File: src/hw/rtl/afns_pkg.sv
// Shared types and constants for the aspect-fit nearest scaler.
// No dependencies; used by every module in hw/rtl.
package afns_pkg;

	localparam int CoordW = 12;
	localparam int PixW   = 32;
	localparam int CfgW   = 12;
	localparam int CfgIdxW = 2;

	// operation codes
	localparam logic OpWrite = 1'b0;
	localparam logic OpRead  = 1'b1;

	// configuration register indexes
	localparam logic [CfgIdxW-1:0] CfgDispWidth  = 2'd0;
	localparam logic [CfgIdxW-1:0] CfgDispHeight = 2'd1;
	localparam logic [CfgIdxW-1:0] CfgImgWidth   = 2'd2;
	localparam logic [CfgIdxW-1:0] CfgImgHeight  = 2'd3;

	// fitted geometry, recomputed after each configuration write
	typedef struct packed {
		logic [CoordW-1:0] fw;
		logic [CoordW-1:0] fh;
		logic [CoordW-1:0] xo;
		logic [CoordW-1:0] yo;
		logic              en;
	} geom_t;

	// per-item sideband that travels next to the dividers
	typedef struct packed {
		logic              op;
		logic              hit;
		logic              wr_ok;
		logic [CoordW-1:0] cx;
		logic [CoordW-1:0] cy;
		logic [PixW-1:0]   pix;
	} side_t;

endpackage

File: src/hw/rtl/afns_divpipe.sv
// Pipelined restoring divider, one quotient bit per register stage.
// Uses afns_pkg; divisor must stay steady while items are in flight.
module afns_divpipe #(
	parameter int NW = 22,
	parameter int D  = 9
) (
	input  logic                        clk,
	input  logic [NW-1:0]               num,
	input  logic [afns_pkg::CoordW-1:0] den,
	output logic [D-1:0]                quo
);

	localparam int RW = afns_pkg::CoordW;

	logic [RW-1:0] rem_s [D+1];
	logic [D-1:0]  low_s [D+1];
	logic [D-1:0]  quo_s [D+1];

	// quotient fits D bits, so the upper part is already below den
	assign rem_s[0] = RW'(num >> D);
	assign low_s[0] = num[D-1:0];
	assign quo_s[0] = '0;

	for (genvar k = 0; k < D; k++) begin : g_stage
		logic [RW:0] t, diff;
		logic        ge;
		assign t    = {rem_s[k], low_s[k][D-1]};
		assign ge   = t >= {1'b0, den};
		assign diff = t - {1'b0, den};
		always_ff @(posedge clk) begin
			rem_s[k+1] <= ge ? diff[RW-1:0] : t[RW-1:0];
			low_s[k+1] <= low_s[k] << 1;
			quo_s[k+1] <= {quo_s[k][D-2:0], ge};
		end
	end

	assign quo = quo_s[D];

endmodule

File: config.mk
export PLATFORM = sky130hd
export DESIGN_NAME = afns_divpipe
export DESIGN_NICKNAME = d
export VERILOG_FILES = /design/src/hw/rtl/afns_pkg.sv /design/src/hw/rtl/afns_divpipe.sv
export SDC_FILE = /design/constraint.sdc
export NUM_CORES = 1
export LEC_CHECK = 0
export ABC_CLOCK_PERIOD_IN_PS = 2950
export BUFFER_PORTS_ARGS = -buffer_cell sky130_fd_sc_hd__clkbuf_2
export CAP_MARGIN = 25
export CORE_ASPECT_RATIO = 0.5
export CORE_MARGIN = 2
export CORE_UTILIZATION = 62
export DETAILED_ROUTE_END_ITERATION = 10
export GPL_TIMING_DRIVEN = 0
export PLACE_DENSITY_LB_ADDON = 0.05
export SETUP_SLACK_MARGIN = 0.2
export SLEW_MARGIN = 30
export SYNTH_ARGS = -nofsm -noshare
export SYNTH_HDL_FRONTEND = slang
export SYNTH_SLANG_ARGS = --single-unit
File: constraint.sdc
create_clock -name clk -period 2.95 [get_ports clk]
set_input_delay 0.59 -clock clk [delete_from_list [all_inputs] [get_ports clk]]
set_output_delay 0.59 -clock clk [all_outputs]
set_load 0.1 [all_outputs]
Word level (Yosys, flattened, before mapping)
Index checks and enable logic that the tools add are counted.
- register bits: 177
- word-level logic and storage cells: 50
- $add $sub $neg: 8
- magnitude comparators: 9
- muxes and demuxes: 8
- operator list (kind ; number):
    $ge 13x12->1 ; 9
    $mux 12 ; 8
    $sub 12x12->12 ; 8

Longest topological paths before layout
Gate-level depths: netlist of run 1.
- depth after elaboration: 2
- depth in mapped cells: 9
- depth with buffers taken out: 9

Worst setup path after synthesis of run 1
Ideal clock, no wire load.
- kind: input to register
- from: input port den[1] (netlist name)
- to: register rem_s (netlist bit g_stage[6].t[10])
- setup time: 0.121 ns
- arrival: 2.584 ns
- data required time: 2.829 ns
- setup slack: 0.245 ns
- stages on the path: 9
- cells stage by stage: inv_1 -> ha_1 -> nor2b_1 -> o31a_1 -> o21ba_2 -> o31a_1 -> nand2b_4 -> buf_6 -> mux2_4
- word-level cells in the longest chain between the ends: 2
- elaborated cells between the ends (all ways): 3
- classes of those cells: add/sub: 1; order compare: 1; mux: 1
- RTL lines (what ; RTL line ; RTL):
    from (decl) ; afns_divpipe.sv:9 ; input logic [afns_pkg::CoordW-1:0] den,
    $ge 13x12->1 ; afns_divpipe.sv:28 ; assign ge = t >= {1'b0, den};
    named net g_stage[5].ge ; afns_divpipe.sv:26 ; logic ge;
    $mux 12 ; afns_divpipe.sv:31 ; rem_s[k+1] <= ge ? diff[RW-1:0] : t[RW-1:0];
    to (signal, indexed assignment) ; afns_divpipe.sv:31 ;
    to (decl) ; afns_divpipe.sv:15 ; logic [RW-1:0] rem_s [D+1];
The timed path passes the listed nets, and every way through them passes these cells.

Worst setup path after layout of run 1
- from: input port den[1] (netlist name)
- to: register rem_s (netlist bit g_stage[6].t[8])
The elaborated chain is that of the path after synthesis.

==> flow_metrics.tcl, run 1 <==
set metrics [dict create \
    status "finished, final reports clean" \
    final_cells 1231 \
    clkPwrFrac 0.196 \
    syn_area_um2 9346 \
    hp-class "in2reg" \
    port_buffers 42 \
    crit_required_ns 3.27 \
    period_minus_slack_ns 2.683 \
    grt_max_degree 17 \
    critPathLaunchType "primary input" \
    place_area_um2 9804 \
    syn_area_per_cell_um2 9.964 \
    internal_power_mw 8.123 \
    power_switching_mw 4.936 \
    syn_nets 1089 \
    p_sw_frac 0.3780 \
    max_freq_ghz 0.3727 \
    leakagePower_nw 4.791 \
    dpl.cell_count 1178 \
    holdPathEnd "low_s[73]" \
    crit_path_max_fanout 10 \
    die_h_um 90.82 \
    setup_viol 0 \
    critPathMaxStageDelay_ns 0.32 \
    regToRegStartpoint "g_stage[1].t[6]" \
    ys.flop_type "dfxtp_1" \
    rsz0062_at_grt "no" \
    final_nets 1172 \
    placementRows 31 \
    cp.buffers_inverters 4 \
    netlist_instances 938 \
    drive_above_1_share 0.2052 \
    core_um2 14580 \
    cts_buffers 17 \
    vias_per_cell 5.894 \
    grt-ovfl-total 0 \
    r2r_cells 8 \
    grt_pass1_vias 7024 \
    crit_family "compound AO/OA/AOI/OAI gates" \
    place_ws_ns -0.8986 \
    start_util 0.6409 \
    ant_nets 0 \
    final.fill_count 1079 \
    die_area_um2 16130 \
    htree_num_levels 4 \
    path_class "in2reg" \
    slew_viol_final 0 \
    final_util 0.7397 \
    hold_depth 1 \
    cts.path.max_buffers 2 \
    area_growth_syn_to_layout_pct 15.42 \
    drv_cap 0 \
    drt_wl_total_um 21340 \
    place_hpwl_um 14800 \
    hold_violations 0 \
    vdd_drop_max_mv 0.5418 \
    drt_iter0_drc 415 \
    fp.dieW_um 177.6 \
    clock-sinks 177 \
    vias 7256 \
    place_congestion 0.8845 \
    clockRootBuffer "clkbuf_16" \
    grtUsageTotal 0.2739 \
    path_cells "clkbuf_16 -> clkinvlp_4 -> buf_4 -> ha_1 -> nor2b_1 -> o31a_1 -> o21ba_2 -> o31a_1 -> nand2b_4 -> buf_6 -> mux2_4" \
    final.setup_skew_ns 0.01243 \
    tightest_slew_ns 0.5937 \
    ys_seq_area_frac 0.3791 \
    slew_headroom 0.6038 \
    combPwrFrac 0.515 \
    finalCritPeriodShare 0.9096 \
    synth.distinct_cells 45 \
    diodes 0 \
    worstReg2RegEnd "g_stage[2].t[5]" \
    crit_path_end_kind "register" \
    synth_warnings 0 \
    drc 0 \
    p_per_area_nw_per_um2 1211 \
    antenna_found_initial 0 \
    finalWorstSetupSlack_ns 0.2668 \
    reg2reg_setup_slack_ns 0.52 \
    worst_ep_arrival_time_ns 3.00 \
    total_power_mw 13.06 \
    first_pass_iters 5 \
    grt_pass1_wl_um 34330 \
    seqPwrFrac 0.289 \
    crit_top_cell "o31a_1" \
    slowest_stage "ha_1" \
    min_from "num[0]" \
    synth_edf_count 0 \
    clk_latency_ns 0.44 \
    clkTransAtPathRegs_ns 0.07 \
    ys_async_sr_fraction 0 \
    wl_per_cell_um 17.34 \
    synth_seq_cells 177 \
    cts_tree "done" \
    fin_area_um2 10790 \
    io_pins 44 \
]
-- area by class of cell --
type / instances / area (um2) / area share
inverter: 50 / 217.7 / 0.02018
multi-input combinational: 694 / 5532 / 0.5128
clock buffer: 18 / 439.2 / 0.04071
buffer: 17 / 128.9 / 0.01195
timing repair buffer: 64 / 457.9 / 0.04245
sequential: 177 / 3543 / 0.3285
clock inverter: 13 / 221.5 / 0.02053
tap: 198 / 247.7 / 0.02296
-- how the worst max path moves through the flow --
stage | start | endpoint | slack [ns] | depth (start not counted)
after global routing | den[6] | g_stage[2].t[5] | 0.18 | 11
final | den[1] | g_stage[6].t[8] | 0.27 | 11
after floorplan | den[1] | g_stage[6].t[10] | 0.24 | 9
after detailed placement | den[1] | g_stage[2].t[5] | -0.90 | 10
after CTS | den[5] | g_stage[1].t[9] | 0.23 | 9
after global placement | den[1] | g_stage[2].t[5] | -0.91 | 10
-- Yosys cell counts, types with 9 or more instances --
library cell / number / area, um2
mux2i_1: 14 / 140.1
o31ai_1: 14 / 105.1
ha_1: 108 / 1351
o21a_1: 37 / 277.8
nand3_1: 14 / 70.07
a211oi_1: 15 / 112.6
buf_4: 9 / 67.56
nor2_1: 79 / 296.5
xor2_1: 41 / 359.1
nand2_1: 39 / 146.4
o21ai_0: 39 / 195.2
mux2_2: 72 / 810.8
nor3_1: 20 / 100.1
dfxtp_1: 177 / 3543
inv_1: 50 / 187.7
a21oi_1: 52 / 260.3
xnor2_1: 21 / 183.9
o31a_1: 17 / 148.9
nor2b_1: 20 / 125.1
-- metrics by stage --
stage / hold WS, ns / setup TNS [ns]
final: 0.2453 / 0
after global routing: 0.2287 / 0
after CTS: 0.2394 / 0
after detailed placement: 0.3121 / -69.19
after global placement: 0.3096 / -69.85
after floorplan: 0.3096 / 0
-- flip-flops by register name, indices dropped and copies added (netlist names) --
register	count
g_stage.t	104
quo_s	36
low_s	28
quo	9
-- cells by family after synthesis --
family / synth area share
XOR/XNOR: 0.05810
buffers and inverters: 0.03226
flip-flops: 0.3791
multiplexers: 0.1098
adder cells (fa/ha/maj): 0.1617
AO/OA/AOI/OAI: 0.1568
AND/OR/NAND/NOR: 0.1023
-- per-layer routing --
layer | vias up | track usage | part of all wire
li1 | 3548 | - | -
met1 | 3414 | 0.3433 | 0.45
met2 | 238 | 0.4512 | 0.46
met3 | 56 | 0.06902 | 0.055
met4 | 0 | 0.1093 | 0.029
met5 | - | 0 | 0
-- worst reg2reg max path, cell delays in order (launching register included) --
cell      delay [ns]
dfxtp_1         0.32
ha_1            0.33
a21oi_1         0.17
nor2_1          0.07
a211oi_1        0.37
o21ai_0         0.20
nor2_2          0.25
buf_4           0.25
mux2_2          0.36
-- what timing repair did --
action | CTS | global route
gates resized for setup | 21 | 6
pin swaps | 1 | 5
hold buffers | 0 | 0
buffers inserted | 10 | 12
endpoints found under the setup margin | 104 | 54
-- power groups by stage --
| stage | logic, mW | clock network (mW) | registers (mW) |
|---|---|---|---|
| final | 6.72 | 2.56 | 3.78 |
| after global routing | 7.43 | 2.69 | 3.86 |
| after CTS | 6.55 | 2.58 | 3.76 |
| after detailed placement | 6.38 | 0 | 3.81 |
| after global placement | 6.22 | 0 | 3.79 |
| after floorplan | 5.32 | 0 | 3.64 |
-- layout by cell type, fill, tap and decap left out, drive strengths merged, types with 39 or more instances in the layout --
cell type,netlist,layout
nand2,39,39
a21oi,52,52
buf,17,39
inv,50,48
ha,108,108
nor2,79,79
o21ai,46,46
mux2,77,77
xor2,41,41
dfxtp,177,177
clkbuf,0,60
(Power assumes the default switching activity.)
==> inputs of run 2 (changes only) <==
--- a/config.mk
+++ b/config.mk
@@ -6,14 +6,14 @@
 export NUM_CORES = 1
 export LEC_CHECK = 0
 export ABC_CLOCK_PERIOD_IN_PS = 2950
-export BUFFER_PORTS_ARGS = -buffer_cell sky130_fd_sc_hd__clkbuf_2
 export CAP_MARGIN = 25
 export CORE_ASPECT_RATIO = 0.5
 export CORE_MARGIN = 2
-export CORE_UTILIZATION = 62
+export CORE_UTILIZATION = 64
 export DETAILED_ROUTE_END_ITERATION = 10
+export DONT_BUFFER_PORTS = 1
 export GPL_TIMING_DRIVEN = 0
-export PLACE_DENSITY_LB_ADDON = 0.05
+export PLACE_DENSITY = 0.89
 export SETUP_SLACK_MARGIN = 0.2
 export SLEW_MARGIN = 30
 export SYNTH_ARGS = -nofsm -noshare
==> run 2 against run 1 <==
Power grew 0.14%. Fmax is 8.7% lower. Final area decreased by 3.5%. Clock power shrank 11%. Die area fell by 3.0%. Sequential power hardly changed. Combinational power is 3.9% higher. Largest cell class unchanged.
==> flow_metrics.tcl, run 2 (synthesis results as in run 1) <==
set metrics [dict create \
    grtUsageTotal 0.3097 \
    seq_area_um2 3543 \
    die_area_um2 15640 \
    critPathLaunchType "primary input" \
    final.fill_count 891 \
    cts_tree "done" \
    vias 7579 \
    fp.dieW_um 174.9 \
    cp.buffers_inverters 2 \
    worst_ep_arrival_time_ns 3.26 \
    antenna_found_initial 0 \
    rsz0062_at_grt "yes" \
    holdWs_ns 0.1741 \
    fin_area_um2 10410 \
    period_minus_slack_ns 2.939 \
    htree_num_levels 4 \
    max_freq_ghz 0.3403 \
    setup_viol 0 \
    status "finished, final reports clean" \
    hold_depth 0 \
    core_um2 14350 \
    clockRootBuffer "clkbuf_16" \
    path_depth 9 \
    slew_viol_final 0 \
    vdd_drop_max_mv 0.4648 \
    place_hpwl_um 15090 \
    vias_per_cell 6.417 \
    crit_path_max_fanout 10 \
    multi_input_area_um2 5540 \
    largest_reg_flops 104 \
    tightest_slew_ns 0.6409 \
    diodes 0 \
    drc 0 \
    grt_pass1_wl_um 37110 \
    first_pass_iters 6 \
    clk_latency_ns 0.44 \
    grt_pass1_vias 7383 \
    r2r_cells 8 \
    port_buffers 0 \
    grt-ovfl-total 0 \
    wl_per_cell_um 20.95 \
    critPathMaxStageDelay_ns 0.56 \
    crit_path_end_kind "register" \
    cts.path.max_buffers 2 \
    ant_nets 0 \
    place_congestion 0.8969 \
    start_util 0.6513 \
    crit_required_ns 3.27 \
    grt_max_degree 17 \
    p_per_area_nw_per_um2 1256 \
    cts_buffers 17 \
    clkTransAtPathRegs_ns 0.07 \
    slew_headroom 0.5702 \
    layout_common_cells "dfxtp_1, ha_1, nor2_1, mux2_2, a21oi_1" \
    place_area_um2 9594 \
    final_common_cell "dfxtp_1" \
    hold_violations 0 \
    path_cells "clkinvlp_4 -> ha_1 -> nand2_1 -> nor2_1 -> a211oi_1 -> o21ai_0 -> nor2_2 -> clkbuf_4 -> mux2_2" \
    final.setup_skew_ns 0.008358 \
    crit_family "compound AO/OA/AOI/OAI gates" \
    placementRows 31 \
    hp-class "in2reg" \
    drt_iter0_drc 658 \
    io_pins 44 \
    leakagePower_nw 4.528 \
    area_growth_syn_to_layout_pct 11.39 \
    drt_wl_total_um 24740 \
    die_h_um 89.45 \
    final_nets 1122 \
    path_class "in2reg" \
    drv_cap 0 \
    slowest_stage "a211oi_1" \
    clock-sinks 177 \
    finalCritPeriodShare 0.9961 \
    drive_above_1_share 0.1658 \
]
run 2: power breakdown:
| part | internal (mW) | switching (mW) |
|---|---|---|
| clock network | 1.33 | 0.952 |
| registers | 3.35 | 0.462 |
| logic | 3.15 | 3.83 |
| total | 7.83 | 5.25 |
run 2: timing repair:
item | CTS | global route
gates resized for setup | 10 | 16
setup endpoints to repair | 57 | 58
buffers inserted | 8 | 6
cloned | 0 | 0
hold buffers | 0 | 0
run 2: path summary, 6_finish.rpt:
check | start | end | slack [ns]
setup / recovery | den[7] | g_stage[4].t[8] | 0.01
hold reg to reg | quo_s[22] | quo_s[14] | 0.32
hold / removal | num[2] | low_s[75] | 0.17
setup reg to reg | g_stage[3].t[6] | g_stage[4].t[8] | 0.23
run 2: metrics by stage:
step / instances / TNS (ns) / utilization / setup slack, ns / power (mW)
3_5_place_dp: 1136 / -21.41 / 0.6685 / -0.3882 / 10.17
2_1_floorplan: 938 / 0 / - / 0.2446 / 8.955
3_3_place_gp: 1136 / -18.25 / 0.6685 / -0.3443 / 9.869
4_1_cts: 1175 / 0 / 0.7177 / 0.2092 / 12.62
6_report: 1181 / 0 / 0.7255 / 0.01143 / 13.08
5_1_grt: 1181 / -0.2075 / 0.7255 / -0.04009 / 13.75
run 2: final cells by class:
cell class                      count  area share
Clock inverter                      9     0.01022
Inverter                           50     0.02091
Multi-Input combinational cell    694      0.5321
Sequential cell                   177      0.3403
Timing Repair Buffer               14     0.01370
Clock buffer                       22     0.04651
Buffer                             17     0.01238
Tap cell                          198     0.02380
run 2: routing by layer:
metal,GRT usage,vias up,share of wire
met1,0.3552,3558,0.40
met3,0.07823,134,0.081
met5,0,-,0
met2,0.5433,434,0.47
met4,0.1773,0,0.058
li1,-,3453,-
==> inputs of run 3 (changes only) <==
--- a/config.mk
+++ b/config.mk
@@ -5,15 +5,15 @@
 export SDC_FILE = /design/constraint.sdc
 export NUM_CORES = 1
 export LEC_CHECK = 0
-export ABC_CLOCK_PERIOD_IN_PS = 2950
+export ABC_CLOCK_PERIOD_IN_PS = 3550
 export CAP_MARGIN = 25
 export CORE_ASPECT_RATIO = 0.5
 export CORE_MARGIN = 2
-export CORE_UTILIZATION = 64
+export CORE_UTILIZATION = 69
 export DETAILED_ROUTE_END_ITERATION = 10
 export DONT_BUFFER_PORTS = 1
 export GPL_TIMING_DRIVEN = 0
-export PLACE_DENSITY = 0.89
+export PLACE_DENSITY = 0.94
 export SETUP_SLACK_MARGIN = 0.2
 export SLEW_MARGIN = 30
 export SYNTH_ARGS = -nofsm -noshare
==> constraint.sdc (replaced) <==
create_clock -name clk -period 3.55 [get_ports clk]
set_input_delay 0.71 -clock clk [delete_from_list [all_inputs] [get_ports clk]]
set_output_delay 0.71 -clock clk [all_outputs]
set_load 0.005 [all_outputs]
==> run 3 against run 2 <==
Die area is 7.0% lower. First-iteration DRC count is 4.1% higher. Worst hold slack better by 0.11 ns. Power is 19% lower. Clock skew is 0.0046 ns higher. Final area is 2.6% lower. Final cell count is 3.5% lower. Largest power group unchanged. Highest routed layer unchanged. Sequential cell count stayed put. Count of clock-buffer cells in the layout is 2 lower.
==> flow_metrics.tcl, run 3 (synthesis results as in run 1) <==
set metrics [dict create \
    io_pins 44 \
    tightest_slew_ns 0.7318 \
    seq_area_um2 3543 \
    clock-sinks 177 \
    core_um2 12950 \
    leakagePower_nw 4.476 \
    status "finished, final reports clean" \
    clkTransAtPathRegs_ns 0.07 \
    wl_per_cell_um 21.90 \
    start_util 0.7215 \
    regToRegStartpoint "g_stage[4].t[6]" \
    place_congestion 0.9254 \
    r2r_cells 8 \
    crit_path_max_fanout 10 \
    multi_input_area_um2 5502 \
    clk_latency_ns 0.44 \
    drive_above_1_share 0.1351 \
    max_freq_ghz 0.2970 \
    path_class "in2reg" \
    worstReg2RegEnd "g_stage[5].t[11]" \
    layout_common_cells "dfxtp_1, ha_1, nor2_1, mux2_2, a21oi_1" \
    min_from "num[0]" \
    finalCritPeriodShare 0.9485 \
    cts_setup_buffers 0 \
    ant_nets 0 \
    cts.path.max_buffers 2 \
    drv_cap 0 \
    drc 0 \
    hold_violations 0 \
    slew_headroom 0.5070 \
    grt_max_degree 17 \
    grt-ovfl-total 0 \
    die_area_um2 14550 \
    vias_per_cell 6.754 \
    grt_pass1_wl_um 39270 \
    dpl.cell_count 1108 \
    holdPathEnd "low_s[73]" \
    die_h_um 86.30 \
    grt_pass1_vias 7658 \
    power_switching_mw 4.191 \
    final.fill_count 689 \
    reg2reg_setup_slack_ns 0.57 \
    place_ws_ns 0.02125 \
    rsz0062_at_grt "no" \
    place_hpwl_um 15680 \
    drt_iter0_drc 685 \
    port_buffers 0 \
    antenna_found_initial 0 \
    grtUsageTotal 0.3500 \
    p_per_area_nw_per_um2 1045 \
    final_common_cell "dfxtp_1" \
    area_growth_syn_to_layout_pct 8.528 \
    vias 7699 \
    period_minus_slack_ns 3.367 \
    finalWorstSetupSlack_ns 0.1827 \
    setup-tns-final_ns 0 \
    hold_depth 0 \
    diodes 0 \
    worst_ep_arrival_time_ns 3.69 \
    crit_path_end_kind "register" \
    final_nets 1108 \
    internal_power_mw 6.409 \
    clkPwrFrac 0.178 \
    first_pass_iters 6 \
    cts_buffers 17 \
    setup_viol 0 \
    hp-class "in2reg" \
    fp.dieW_um 168.6 \
    final.setup_skew_ns 0.01295 \
    largest_reg_flops 104 \
    clockRootBuffer "clkbuf_16" \
    drt_wl_total_um 24960 \
    cts_tree "done" \
    final_cells 1140 \
    seqPwrFrac 0.300 \
    crit_required_ns 3.87 \
    htree_num_levels 4 \
    combPwrFrac 0.522 \
    placementRows 29 \
    p_sw_frac 0.3954 \
    vdd_drop_max_mv 0.5872 \
    total_power_mw 10.60 \
    critPathLaunchType "primary input" \
    slew_viol_final 0 \
]
[run 3: cell types whose count changed in the layout (fill, tap and decap cells not counted), moves of 5 or more]
cell,change
inv_1,+7
buf_4,-12
nor2_2,-5
nor2_1,+5
clkbuf_4,-5
clkinvlp_4,-8
buf_2,+6
[run 3: layout make-up]
class / instances / area share
tap: 170 / 0.02097
buffer: 17 / 0.01122
clock buffer: 20 / 0.04404
sequential: 177 / 0.3493
inverter: 50 / 0.01887
multi-input combinational: 694 / 0.5424
clock inverter: 12 / 0.01320
[run 3: stage by stage]
step / hold WS [ns] / instance area [um2] / utilization
2_1_floorplan: 0.3096 / 9346 / -
3_3_place_gp: 0.3095 / 9559 / 0.7380
3_5_place_dp: 0.3121 / 9559 / 0.7380
4_1_cts: 0.2883 / 10140 / 0.7828
6_report: 0.2841 / 10140 / 0.7831
5_1_grt: 0.2842 / 10140 / 0.7831
[run 3: critical path: stages]
cell and delay [ns]:
clkinvlp_4 0.30, ha_1 0.49, a21oi_1 0.17, nor2_1 0.08, a211oi_1 0.50, o21ai_0 0.27
nor2_1 0.43, buf_2 0.34, mux2_2 0.39
[run 3: routing by layer]
metal	track usage	vias to the layer above	wire [um]
li1	-	3427	-
met1	0.3997	3568	9341
met2	0.6147	551	11870
met3	0.09178	153	2417
met4	0.1865	0	1332
met5	0	-	0
[run 3: worst max-delay path by stage]
stage | cells past startpoint | slack [ns] | from | to
final | 9 | 0.18 | den[6] | g_stage[5].t[11]
after global routing | 9 | 0.19 | den[6] | g_stage[4].t[6]
after CTS | 9 | 0.35 | den[6] | g_stage[4].t[10]
after detailed placement | 9 | 0.02 | den[1] | g_stage[5].t[5]
after global placement | 9 | 0.14 | den[6] | g_stage[4].t[6]
after floorplan | 9 | 0.72 | den[1] | g_stage[6].t[10]
[run 3: repair_timing]
item | in CTS | in global routing
resized for setup | 0 | 1
hold buffers | 0 | 0
setup endpoints to repair | 0 | 7
[run 3: power by group through the flow]
stage,clock network [mW],registers (mW),logic [mW]
3_3_place_gp,0,3.13,4.75
3_5_place_dp,0,3.16,5.04
5_1_grt,1.95,3.21,5.97
4_1_cts,1.86,3.14,5.32
2_1_floorplan,0,3.02,4.13
6_report,1.89,3.18,5.53
