File: config.mk
export PLATFORM = sky130hd
export DESIGN_NAME = afns_geom
export DESIGN_NICKNAME = d
export VERILOG_FILES = /design/src/hw/rtl/afns_pkg.sv /design/src/hw/rtl/afns_geom.sv
export SDC_FILE = /design/constraint.sdc
export NUM_CORES = 1
export LEC_CHECK = 0
export ABC_AREA = 1
export BUFFER_PORTS_ARGS = -buffer_cell sky130_fd_sc_hd__buf_2
export CAP_MARGIN = 5
export CORE_ASPECT_RATIO = 1.2
export CORE_MARGIN = 2
export CORE_UTILIZATION = 65
export CTS_BUF_LIST = sky130_fd_sc_hd__clkbuf_2
export DETAILED_ROUTE_END_ITERATION = 10
export MAX_ROUTING_LAYER = met4
export PLACE_DENSITY = 0.82
export RECOVER_POWER = 50
export SLEW_MARGIN = 20
export SYNTH_ARGS = -nofsm -noshare
export SYNTH_HDL_FRONTEND = slang
export SYNTH_SLANG_ARGS = --single-unit
File: constraint.sdc
create_clock -name clk -period 6.88 [get_ports clk]
set_input_delay 1.032 -clock clk [delete_from_list [all_inputs] [get_ports clk]]
set_output_delay 1.032 -clock clk [all_outputs]
set_load 0.005 [all_outputs]
File: src/hw/rtl/afns_pkg.sv
// Shared types and constants for the aspect-fit nearest scaler.
// No dependencies; used by every module in hw/rtl.
package afns_pkg;

	localparam int CoordW = 12;
	localparam int PixW   = 32;
	localparam int CfgW   = 12;
	localparam int CfgIdxW = 2;

	// operation codes
	localparam logic OpWrite = 1'b0;
	localparam logic OpRead  = 1'b1;

	// configuration register indexes
	localparam logic [CfgIdxW-1:0] CfgDispWidth  = 2'd0;
	localparam logic [CfgIdxW-1:0] CfgDispHeight = 2'd1;
	localparam logic [CfgIdxW-1:0] CfgImgWidth   = 2'd2;
	localparam logic [CfgIdxW-1:0] CfgImgHeight  = 2'd3;

	// fitted geometry, recomputed after each configuration write
	typedef struct packed {
		logic [CoordW-1:0] fw;
		logic [CoordW-1:0] fh;
		logic [CoordW-1:0] xo;
		logic [CoordW-1:0] yo;
		logic              en;
	} geom_t;

	// per-item sideband that travels next to the dividers
	typedef struct packed {
		logic              op;
		logic              hit;
		logic              wr_ok;
		logic [CoordW-1:0] cx;
		logic [CoordW-1:0] cy;
		logic [PixW-1:0]   pix;
	} side_t;

endpackage

File: src/hw/rtl/afns_geom.sv
// Fit geometry unit: fitted size and centering offsets from the registers.
// Uses afns_pkg; one shared restoring divider, one quotient bit a cycle.
module afns_geom #(
	parameter int DW = 10
) (
	input  logic                      clk,
	input  logic                      arst_n,
	input  logic                      kick,
	input  logic [afns_pkg::CfgW-1:0] dw,
	input  logic [afns_pkg::CfgW-1:0] dh,
	input  logic [DW-1:0]             sw,
	input  logic [DW-1:0]             sh,
	output logic                      busy,
	output afns_pkg::geom_t           geom
);

	localparam int PW = afns_pkg::CfgW + DW;
	localparam int QW = afns_pkg::CoordW;

	typedef enum logic [2:0] {ST_IDLE, ST_MUL, ST_CMP, ST_DIV, ST_FIN} state_t;

	state_t          state_q;
	logic [PW-1:0]   pw_q, ph_q;
	logic            zero_q, wide_q;
	logic [DW-1:0]   den_q, rem_q;
	logic [QW-1:0]   low_q, quo_q;
	logic [3:0]      cnt_q;
	afns_pkg::geom_t geom_q;

	logic [PW-1:0]   num;
	logic [DW:0]     t, diff;
	logic            ge;
	logic [QW-1:0]   fit_w, fit_h, fw1, fh1;

	assign num   = (pw_q <= ph_q) ? pw_q : ph_q;
	assign t     = {rem_q, low_q[QW-1]};
	assign ge    = t >= {1'b0, den_q};
	assign diff  = t - {1'b0, den_q};
	assign fit_w = wide_q ? dw : quo_q;
	assign fit_h = wide_q ? quo_q : dh;
	assign fw1   = (fit_w == '0) ? QW'(1) : fit_w;
	assign fh1   = (fit_h == '0) ? QW'(1) : fit_h;

	always_ff @(posedge clk or negedge arst_n) begin
		if (!arst_n) begin
			state_q <= ST_MUL;
			geom_q  <= '0;
			cnt_q   <= '0;
		end else if (kick) begin
			state_q <= ST_MUL;
		end else begin
			unique case (state_q)
				ST_IDLE: begin
				end
				ST_MUL: begin
					pw_q    <= PW'(dw) * PW'(sh);
					ph_q    <= PW'(dh) * PW'(sw);
					zero_q  <= (dw == '0) || (dh == '0) || (sw == '0) || (sh == '0);
					state_q <= ST_CMP;
				end
				ST_CMP: begin
					wide_q  <= pw_q <= ph_q;
					den_q   <= (pw_q <= ph_q) ? sw : sh;
					rem_q   <= num[PW-1:QW];
					low_q   <= num[QW-1:0];
					quo_q   <= '0;
					cnt_q   <= '0;
					state_q <= ST_DIV;
				end
				ST_DIV: begin
					rem_q <= ge ? diff[DW-1:0] : t[DW-1:0];
					low_q <= low_q << 1;
					quo_q <= {quo_q[QW-2:0], ge};
					cnt_q <= cnt_q + 4'd1;
					if (cnt_q == 4'(QW - 1)) state_q <= ST_FIN;
				end
				ST_FIN: begin
					geom_q.fw <= fw1;
					geom_q.fh <= fh1;
					geom_q.xo <= (dw - fw1) >> 1;
					geom_q.yo <= (dh - fh1) >> 1;
					geom_q.en <= !zero_q;
					state_q   <= ST_IDLE;
				end
				default: state_q <= ST_IDLE;
			endcase
		end
	end

	assign busy = state_q != ST_IDLE;
	assign geom = geom_q;

endmodule

# [Yosys cells after proc, flatten, opt, wreduce, memory -nomap -nowiden]
# Index checks and enable logic that the tools add are counted.
[op_classes] order_cmp=2 addsub=4 mux=14 n_bitwise=1 mul=2 reduce_logical=19 eq_ne=7 shift=0 n_div=0
[op_table] cell="12-bit zero test" count=4
[op_table] cell="12-bit 2-to-1 mux" count=4
[op_table] cell="12-bit case mux with 2 select lines" count=2
[op_table] cell="12-bit by 10-bit multiplier with 22-bit output" count=2
[op_table] cell="12-bit subtractor" count=2
[op_table] cell="22-bit less-or-equal comparator" count=1
[op_table] cell="22-bit 2-to-1 mux" count=1
[op_table] cell="10-bit zero test" count=2
[op_table] cell="10-bit 2-to-1 mux" count=2
[op_table] cell="10-bit case mux with 2 select lines" count=1
[op_table] cell="3-bit case mux with 4 select lines" count=1
[op_table] cell="11-bit by 10-bit >= comparator with 1-bit output" count=1
[op_table] cell="10-bit subtractor" count=1
[op_table] cell="3-bit AND reduction" count=3
[op_table] cell="4-bit case mux with 2 select lines" count=1
[op_table] cell="3-bit by 2-bit == test with 1-bit output (second input constant)" count=2
[op_table] cell="3-bit 2-to-1 mux" count=2
[op_table] cell="2-bit AND reduction" count=3
[op_table] cell="4-bit by 1-bit adder with 4-bit output (second input constant)" count=1
[op_table] cell="4-bit == test (second input constant)" count=1
[op_table] cell="3-bit by 1-bit == test with 1-bit output (second input constant)" count=1
[op_table] cell="3-bit == test (second input constant)" count=1
[op_table] cell="3-bit zero test" count=1
[op_table] cell="1-bit logical OR" count=3
[op_table] cell="other kinds (6)" count=6
[word_totals] rom_bits=0 mem_bits_rw=0 elab_cells=64 register_bits=144 latch_bits=0 memories=0

# [Depth between registers and ports, before layout]
# Gate-level depths: netlist of run 1.
[logic_depth] word_depth=4 mapped_depth=23 depth_no_buf=22

# [Least setup slack after synthesis of run 1]
# No wires, ideal clock.
[synth_timing] path_kind="input -> register" startpoint="input port kick" endpoint="register ph_q[0] (enable)" t_required_ns=6.321 n_path_buf=0 arrival_time_ns=5.485 cell_stages=3 slack_ns=0.836 path_cell_list="inv_1 > nand2_1 > nor4_1"
[synth_between] elab_chain_len=2
[synth_rtl] item="start, declared" line_no="afns_geom.sv:8" text="input logic kick,"
[synth_rtl] item="1-bit NOT (no source line)"
[synth_rtl] item="3-bit AND reduction (no source line)"
[synth_rtl] item="end signal, assigned" line_no="afns_geom.sv:57" text="ph_q <= PW'(dh) * PW'(sw);"
[synth_rtl] item="end, declared" line_no="afns_geom.sv:23" text="logic [PW-1:0] pw_q, ph_q;"
# Every way passes these cells.
# A chain may end at the register's enable or synchronous reset.

# [Worst setup path in the final report of run 1]
[layout_timing] startpoint="input port dh[0] (netlist bit)" endpoint="register ph_q[20], data pin"
[layout_between] elab_chain_len=1
[layout_rtl] item="start, declared" line_no="afns_geom.sv:10" text="input logic [afns_pkg::CfgW-1:0] dh,"
[layout_rtl] item="12-bit by 10-bit multiplier with 22-bit output" line_no="afns_geom.sv:57"
# Every way passes these cells.

==> metrics, run 1 <==
drt wl/cell between 15 and 20 um; Max-cap violations 4; YS warnings 0; Yosys top cell by area fa_1; final slew viol count 175; Setup TNS Final 0 ps; final setup fails 0; worst hold path type register to register; status complete, but fails checks; num rows 63; Startpoint Class input pin; number of distinct library cells after synthesis 47; Syn-to-layout area delta 4.959%; core area between 0.02 and 0.025 sq mm; Final Skew 43.86 ps; port bufs 94; Place WS about 1000 ps; worst rel slew slack -90.26%; Util after Layout 69.76%; share of post-route cells with drive strength above 1 around 7.6%; drt total wl 40380 um; Leakage approximately 10 nW; Post-CTS Setup Inserts 0; Max H-tree Level 4; Crit Path Max Fanout 12; vias in the first global route 13590; Power Internal 0.002789 W; CTS Sinks 144; Period Utilization, post-route 75.67%; Pwr per Cell Area 322.0 mW/mm^2; Final Worst Setup Slack 1674 ps; first-pass GRT wire length ~67000 um; area of the multi-input gates 0.01036 sq mm; NumNets Final 2513; combinational fraction of design power 66.1%; sequential cell area fraction in the yosys report 24.57%; RSZ-0062 raised after global routing no; Starting Density 66.46%; Gates resized, CTS repair 0; DIE HEIGHT about 180 um; Syn Area/Cell 7.881 sq um; Clock Power Share 10.1%; Worst-Margin Slew between 2000 and 3000 ps; dpl hpwl 32180 um; ranking of synthesized cells by area fa_1 (19%), edfxtp_1 (16%), nand2_1 (13%); via count of the routed design 13600; sequential cell area 0.004055 sq mm; CTS buffer count 17; Net Switching 0.002787 W; minimum clock period 5206 ps; flops & latches, synth 144; Total Die Area around 0.027 sq mm; DRC Markers 0; fillcell total 2130; root buffer cell clkbuf_2; Boundary Pins just under 100; tightest hold margin between 400 and 500 ps; IR Drop Worst-Case VDD 0.0003228 V; fmax between 150 and 200 MHz; GP Congestion approximately 0.9; Worst EP arrival between 5000 and 6000 ps; Post-Syn Area between 0.015 and 0.02 sq mm; final hold viol count 0; clock-pin slew on the worst setup and hold paths 260 ps; endpoint type of the worst setup path register; DRT Pass-1 Iters 6; clock insertion delay at the later pin of the skew report 790 ps; failing checks capacitance limit, slew limit; Antenna Nets Post-Route 0; Sw Ratio around 50%; die span in x 149.5 um; GR Util All Layers 32.68%; worst path required time 7470 ps; CTS max path bufs 2; CTS Hold Buffers Added 0; post-DR vias/cell between 5 and 6; sequential group share of total power between 20% and 30%; Post-Synthesis Cells 2094; critical path type input pin to register; largest net degree at the start of global routing 81; post-synth top area share 19.29%; DR iter-0 viols 953; CTS tree built; total gr overflow 0; antenna violations before repair 1
worst max-delay path, stage by stage:
cell and delay, ps:
clkbuf_1 510, nand2_1 140, fa_1 470, fa_1 490, inv_1 50, fa_1 440, fa_1 530, inv_1 70
fa_1 490, inv_1 50, ha_1 340, a21oi_1 130, o21ai_0 120, a21oi_1 220, o21ai_0 170, nand2_1 90
nand2_1 90, a21oi_1 170, inv_1 50, nand2_1 50, nand2_1 50
logic make-up after synthesis:
family	count (synthesis)	synth area share [%]
other	1	0.02272
buffers and inverters	537	12.69
adders and majority gates	326	31.95
xor gates and xnor gates	60	3.184
and+or+nand+nor	826	20.68
AOI/OAI and AO/OA	200	6.892
DFF	144	24.57
metrics by stage:
| stage | total power [W] | std cells | cell area (sq um) |
|---|---|---|---|
| 2_1_floorplan | 0.004011 | 2095 | 16510 |
| 3_3_place_gp | 0.004884 | 2446 | 17090 |
| 3_5_place_dp | 0.004962 | 2446 | 17090 |
| 4_1_cts | 0.005568 | 2478 | 17350 |
| 5_1_grt | 0.006138 | 2479 | 17320 |
| 6_report | 0.005577 | 2479 | 17320 |
layout make-up:
class                           instances  area share (%)
Multi-Input combinational cell       1414           59.81
Inverter                              462           10.05
Tap cell                              325           2.348
Clock buffer                           17          0.4912
Clock inverter                         15          0.9897
Timing Repair Buffer                  101           2.890
Antenna cell                            1         0.01445
Sequential cell                       144           23.41
cell usage in the layout (no fill, tap or decap), types with 53 or more instances in the layout:
cell type / synthesis / layout
inv_1: 459 / 459
o21ai_0: 72 / 72
buf_2: 7 / 91
ha_1: 167 / 167
edfxtp_1: 90 / 90
nor2_1: 87 / 86
nand3_1: 85 / 85
a21oi_1: 63 / 63
nand2_1: 572 / 572
dfrtp_1: 53 / 53
fa_1: 159 / 159
cell usage after synthesis, drive strengths merged:
| cell type | instances |
|---|---|
| nand2 | 599 |
| inv | 460 |
| ha | 167 |
| fa | 159 |
| edfxtp | 90 |
| nor2 | 88 |
| nand3 | 87 |
| o21ai | 81 |
| a21oi | 63 |
| clkbuf | 56 |
| dfrtp | 53 |
| xor2 | 43 |
| nor3 | 20 |
| buf | 19 |
| xnor2 | 17 |
| a31oi | 14 |
| nor4 | 14 |
| nand4 | 13 |
| o21bai | 10 |
| o211ai | 9 |
| a211oi | 6 |
| a21o | 4 |
| a21boi | 3 |
| a31o | 3 |
| nor3b | 3 |
| clkinv | 2 |
| o2111ai | 2 |
| o21a | 2 |
| a22o | 1 |
| a311oi | 1 |
| a41oi | 1 |
| and2 | 1 |
| and3 | 1 |
| conb | 1 |
| dfstp | 1 |
worst paths after layout:
check                               from  endpoint  slack [ps]  depth (start not counted)
worst max-delay path               dh[0]  ph_q[20]        1670                         21
max in group asynchronous         arst_n  geom[10]        3980                          2
min in group asynchronous         arst_n  geom[14]        1300                          2
worst max register to register  pw_q[13]  den_q[4]        2960                          9
worst min register to register    zero_q   geom[0]         430                          1
worst min-delay path              zero_q   geom[0]         430                          1
registers in the layout, summed over array words and instances, names as in the netlist, 3 cells and up:
name,flops
state_q,3
quo_q,12
geom,47
den_q,10
rem_q,10
pw_q,22
ph_q,22
low_q,12
cnt_q,4
power by group through the flow:
| stage | Sequential (W) | Clock, W | Combinational, W |
|---|---|---|---|
| after global routing | 0.00134 | 0.000600 | 0.00420 |
| after detailed placement | 0.00134 | 0 | 0.00362 |
| final | 0.00133 | 0.000565 | 0.00369 |
| after CTS | 0.00132 | 0.000570 | 0.00367 |
| after floorplan | 0.00130 | 0 | 0.00271 |
| after global placement | 0.00134 | 0 | 0.00355 |
metal layers:
metal / vias to the layer above / share of wire [%] / global-route usage, %
met4: 0 / 4.1 / 14.64
met2: 514 / 47 / 51.87
met3: 102 / 7.0 / 4.297
met5: - / 0 / -
li1: 6560 / - / -
met1: 6425 / 42 / 42.16
Power figures use the tool's default switching activity.
==> run 2, diff against run 1 <==
--- a/config.mk
+++ b/config.mk
@@ -10,11 +10,11 @@
 export CAP_MARGIN = 5
 export CORE_ASPECT_RATIO = 1.2
 export CORE_MARGIN = 2
-export CORE_UTILIZATION = 65
+export CORE_UTILIZATION = 58
 export CTS_BUF_LIST = sky130_fd_sc_hd__clkbuf_2
 export DETAILED_ROUTE_END_ITERATION = 10
 export MAX_ROUTING_LAYER = met4
-export PLACE_DENSITY = 0.82
+export PLACE_DENSITY = 0.78
 export RECOVER_POWER = 50
 export SLEW_MARGIN = 20
 export SYNTH_ARGS = -nofsm -noshare
==> constraint.sdc (replaced) <==
create_clock -name clk -period 4.6 [get_ports clk]
set_input_delay 0.69 -clock clk [delete_from_list [all_inputs] [get_ports clk]]
set_output_delay 0.69 -clock clk [all_outputs]
set_load 0.005 [all_outputs]
==> run 2 against run 1 <==
The flow still finishes with violations (capacitance limit, slew limit). Sequential share of layout area decreased by 2.3 points. Via count increased by 5.0%. Clock-buffer cell count unchanged. First-iteration DRC count increased by 19%. Global-route usage decreased by 1.6 points. Critical path type unchanged. Critical endpoint is now pw_q[16]. Highest routed layer unchanged.
==> metrics, run 2 (synthesis gave the netlist of run 1 again) <==
via count of the routed design 14290; GRT busiest layer met2; status complete, but fails checks; Boundary Pins 97; endpoint type of the worst setup path register; port bufs 94; CP max stage delay about 450 ps; Starting Density 58.94%; failing checks capacitance limit, slew limit; CTS Sinks between 100 and 150; M1 GR Usage 41.03%; most common cell after layout, fill and taps aside nand2_1; met2 GRT Util between 40% and 50%; worst path required time between 5000 and 6000 ps; Startpoint Class input pin; tightest hold margin 307.0 ps; Max H-tree Level 4; dpl hpwl approximately 36000 um; Crit-path slowest cell fa_1; Max-cap violations 4; clock insertion delay at the later pin of the skew report 770 ps; Largest register FFs 47; Crit Path Max Fanout 6; Period Utilization, post-route 95.07%; vias in the first global route between 10000 and 15000; final hold viol count 0; DRT Pass-1 Iters 5; Design Power 0.01039 W; drt total wl 42800 um; fmax 228.7 MHz; Total Die Area 0.02982 sq mm; CTS Hold Buffers Added 0; drt wl/cell 15.66 um; DRC Markers 0; RSZ-0062 raised after global routing no; critical path type input pin to register; worst rel slew slack -86.34%; Worst-Margin Slew around 2800 ps; Net Switching 0.004829 W; Pwr per Cell Area 541.2 mW/mm^2; post-DR vias/cell 5.226; Antenna Nets Post-Route 0; fillcell total 2386; Final Skew 58.20 ps; core area 0.02800 sq mm; commonest non-fill, non-tap cells in the layout nand2_1 (554), inv_1 (453), buf_4 (193); GRT met3 Usage 4.761%; Syn-to-layout area delta 16.32%; CTS max path bufs 2; Worst EP arrival around 4900 ps; minimum clock period 4373 ps; largest net degree at the start of global routing 81; GR Util All Layers 31.07%; IR Drop Worst-Case VDD 0.0005324 V; Post-CTS Setup Inserts 0; first-pass GRT wire length 71400 um; Util after Layout 68.56%; area of the multi-input gates 0.01067 sq mm; NumNets Final 2712; final setup fails 0; Clock Power Share between 7 and 8%; GP Congestion 0.9291; sequential group share of total power 18.9%; Leakage 10.90 nW; num rows 67; Critical Path, Cell by Cell buf_2, clkbuf_1, clkbuf_1, nand2_1, inv_1, fa_1, ha_1, ha_1, inv_1, fa_1, inv_1, fa_1, ha_4, a21oi_1, nand2_1, a21oi_2, o21ai_2, a21oi_2, o21ai_1, xor2_1; worst hold path type input pin to register; Power Internal 0.005560 W; total gr overflow 0; die span in x 158.0 um; share of post-route cells with drive strength above 1 between 10% and 20%; CTS buffer count 17; CTS tree built; DIE HEIGHT 188.8 um; root buffer cell clkbuf_2; final slew viol count approximately 170; clock-pin slew on the worst setup and hold paths 260 ps; Sw Ratio 46.48%; antenna violations before repair 3; combinational fraction of design power 73.8%; DR iter-0 viols between 1000 and 1500; sequential cell area 0.004055 sq mm
## run 2: cell types whose count changed in the layout (fill, tap and decap cells not counted), moves of 6 or more
cell,delta
a21oi_1,-11
a21oi_2,+10
buf_2,-6
buf_4,+191
clkbuf_1,+10
ha_1,-11
ha_4,+11
inv_1,-6
inv_2,+6
nand2_1,-18
nand2_2,+13
o21ai_0,-10
o21ai_1,+7
## run 2: power by group through the flow
stage	registers, W	logic [W]	clock network (W)
2_1_floorplan	0.00195	0.00467	0
3_3_place_gp	0.00198	0.00745	0
3_5_place_dp	0.00199	0.00757	0
4_1_cts	0.00196	0.00768	0.000760
5_1_grt	0.00198	0.00853	0.000814
6_report	0.00197	0.00767	0.000751
## run 2: cell type report
class | instances | share of cell area, %
Antenna cell | 3 | 0.03911
Tap cell | 379 | 2.470
Timing Repair Buffer | 300 | 10.53
Multi-Input combinational cell | 1414 | 55.58
Clock buffer | 17 | 0.4432
Clock inverter | 15 | 0.7431
Sequential cell | 144 | 21.13
Inverter | 462 | 9.067
## run 2: worst paths after layout
path	cells after the start	startpoint	slack, ps	endpoint
worst max-delay path	20	sh[1]	230	pw_q[16]
worst min-delay path	3	kick	310	state_q[0]
worst max register to register	9	state_q[1]	1250	rem_q[5]
worst min register to register	2	geom[21]	510	geom[21]
max in group asynchronous	2	arst_n	2000	geom[32]
min in group asynchronous	2	arst_n	1010	geom[36]
## run 2: critical path: cells and delay by family
family,cells,cell delay [ps]
adders and majority gates,6,2040
buffers and inverters,6,1050
AOI/OAI and AO/OA,5,760
and+or+nand+nor,2,230
xor gates and xnor gates,1,140
## run 2: per-stage QoR
step	setup TNS, ps	instances	worst slack [ps]	area [sq um]
floorplan	-1296	2095	-227.2	17270
global placement	-10180	2699	-462.7	19020
detailed placement	-11260	2699	-511.3	19020
CTS	0	2731	246.7	19240
global route	0	2734	54.87	19200
finish	0	2734	226.6	19200
## run 2: what timing repair did
| action | CTS | global route |
|---|---|---|
| resized for setup | 0 | 2 |
| endpoints found under the setup margin | 0 | 1 |
| hold endpoints to repair | 0 | 0 |
## run 2: routing by layer
| layer | vias up | part of all wire, % |
|---|---|---|
| met2 | 479 | 48 |
| li1 | 6953 | - |
| met4 | 0 | 3.2 |
| met3 | 104 | 6.1 |
| met5 | - | 0 |
| met1 | 6751 | 43 |
==> run 3, diff against run 2 <==
--- a/config.mk
+++ b/config.mk
@@ -8,14 +8,17 @@
 export ABC_AREA = 1
 export BUFFER_PORTS_ARGS = -buffer_cell sky130_fd_sc_hd__buf_2
 export CAP_MARGIN = 5
-export CORE_ASPECT_RATIO = 1.2
+export CELL_PAD_IN_SITES_DETAIL_PLACEMENT = 1
+export CELL_PAD_IN_SITES_GLOBAL_PLACEMENT = 1
+export CORE_ASPECT_RATIO = 1.4
 export CORE_MARGIN = 2
-export CORE_UTILIZATION = 58
+export CORE_UTILIZATION = 44
 export CTS_BUF_LIST = sky130_fd_sc_hd__clkbuf_2
 export DETAILED_ROUTE_END_ITERATION = 10
 export MAX_ROUTING_LAYER = met4
 export PLACE_DENSITY = 0.78
 export RECOVER_POWER = 50
+export SETUP_SLACK_MARGIN = 0.15
 export SLEW_MARGIN = 20
 export SYNTH_ARGS = -nofsm -noshare
 export SYNTH_HDL_FRONTEND = slang
==> run 3 against run 2 <==
Largest power group unchanged. Setup slack improved by 48 ps. Global-route usage fell by 3.2 points. Wire length rose by 19%. The run still ends with capacitance limit, slew limit left. Total power rose by 2.1%. Largest cell class unchanged. Critical path type unchanged.
==> metrics, run 3 (synthesis gave the netlist of run 1 again) <==
placed inst area between 0.015 and 0.02 sq mm; critical path type input pin to register; GR Util All Layers 27.92%; total gr overflow 0; NumNets Final approximately 2700; met2 GRT Util about half; CTS max path bufs 2; fillcell total 4645; Period Utilization, post-route between 90% and 100%; Worst EP arrival 4900 ps; most frequent CP cell fa_1; DRC Markers 0; commonest non-fill, non-tap cells in the layout nand2_1 (553), inv_1 (452), buf_4 (189); status complete, but fails checks; WHS Endpoint state_q[0]; num rows between 80 and 90; clock insertion delay at the later pin of the skew report 810 ps; fmax 231.2 MHz; M1 GR Usage a little under a third; design area 0.01924 sq mm; Startpoint Class input pin; Critical Path, Cell by Cell buf_2, nand2_1, fa_1, inv_1, fa_1, fa_1, fa_1, inv_1, fa_1, inv_1, ha_4, nand2_1, nand2_1, a31oi_1, nand2_1, a31o_2, a21oi_2, xnor2_1; HP Start kick; CTS tree built; CTS Sinks about 140; core area around 0.037 sq mm; worst rel slew slack -97.68%; Largest register FFs 47; share of post-route cells with drive strength above 1 17.60%; final hold viol count 0; die span in x approximately 170 um; GRT busiest layer met2; minimum clock period approximately 4300 ps; drt total wl 50740 um; port bufs 94; vias in the first global route 16390; antenna violations before repair 1; Total Die Area 0.03909 sq mm; capture point of the worst reg-to-reg path geom[20]; Crit-path slowest cell fa_1; R2R setup slack 1110 ps; dpl hpwl 42740 um; Hold Path Cell Cnt 3; worst r2r path cells 16; Crit Path Max Fanout 7; DIE HEIGHT 233.1 um; DR iter-0 viols 723; root buffer cell clkbuf_2; worst hold path type input pin to register; GP Congestion 0.9149; Worst-Margin Slew 2965 ps; Leakage 10.86 nW; worst path required time 5170 ps; Starting Density 44.76%; Max H-tree Level 4; GRT met3 Usage 2.863%; largest net degree at the start of global routing 81; post-DR vias/cell 5.195; failing checks capacitance limit, slew limit; drt wl/cell 18.06 um; CTS buffer count 17; IR Drop Worst-Case VDD 0.0003683 V; via count of the routed design 14590; Boundary Pins 97; final setup fails 0; endpoint type of the worst setup path register; first-pass GRT wire length 83480 um; final slew viol count between 100 and 150; CTS Hold Buffers Added 0; CP max stage delay 530 ps; Syn-to-layout area delta 16.59%; reg2reg start wide_q; Antenna Nets Post-Route 0; RSZ-0062 raised after global routing no; DRT Pass-1 Iters 7; clock-pin slew on the worst setup and hold paths ~220 ps; Pwr per Cell Area 551.5 mW/mm^2; Final Skew 44.14 ps; Max-cap violations 3; most common cell after layout, fill and taps aside nand2_1; Setup TNS Final 0 ps
run 3: cell types whose count changed in the layout (fill, tap and decap cells not counted), moves of 3 or more:
cell | previous run | this run
clkbuf_4 | 0 | 5
clkbuf_1 | 18 | 13
o21ai_0 | 62 | 59
buf_2 | 85 | 80
o21ai_1 | 15 | 18
buf_4 | 193 | 189
run 3: cell type report:
cell class                 instances  area [sq um]  area share [%]
clock buffer                      17         85.08          0.4422
tap                              467         584.3           3.037
antenna                            1         2.502         0.01301
inverter                         462          1740           9.046
multi-input combinational       1414         10700           55.62
clock inverter                    15         125.1          0.6503
timing repair buffer             289          1946           10.11
sequential                       144          4055           21.08
run 3: worst max-delay path by stage:
stage	cells after the start	slack, ps	from	to
after floorplan	22	-230	sw[1]	ph_q[17]
after global placement	18	-550	sh[1]	pw_q[15]
after CTS	21	230	sw[1]	ph_q[17]
after detailed placement	21	-680	sw[1]	ph_q[17]
after global routing	26	110	dh[0]	ph_q[20]
final	18	270	dw[8]	pw_q[15]
run 3: metal layers:
metal,part of all wire [%],vias up
li1,-,6933
met4,3.8,0
met2,53,266
met1,41,7276
met3,2.5,118
met5,0,-
run 3: stage by stage:
stage          total power (W)  hold WS (ps)  setup slack, ps  std cells  util, %
6_report               0.01061         290.3            274.7       2809    52.19
5_1_grt                0.01160         228.8            114.2       2809    52.19
4_1_cts                0.01068         19.66            234.2       2807    52.20
3_5_place_dp          0.009867         434.4           -681.2       2775    51.63
3_3_place_gp          0.009560         421.6           -553.9       2775    51.63
2_1_floorplan         0.006708         394.4           -227.2       2095        -
run 3: timing repair:
item / CTS / global route
gates resized for setup: 0 / 15
buffers inserted: 0 / 1
setup endpoints to repair: 0 / 8
run 3: worst max-delay path: cells and delay by family:
kind | cells | cell delay [ps]
AND/OR/NAND/NOR | 4 | 350
buffers and inverters | 4 | 400
AO/OA/AOI/OAI | 3 | 590
adder cells (fa/ha/maj) | 6 | 2770
XOR/XNOR | 1 | 100
run 3: power breakdown:
group	switching [W]	internal, W	total [W]
clock	0.000557	0.000162	0.000719
combinational	0.00439	0.00354	0.00793
sequential	0.000107	0.00186	0.00196
total	0.00505	0.00556	0.0106
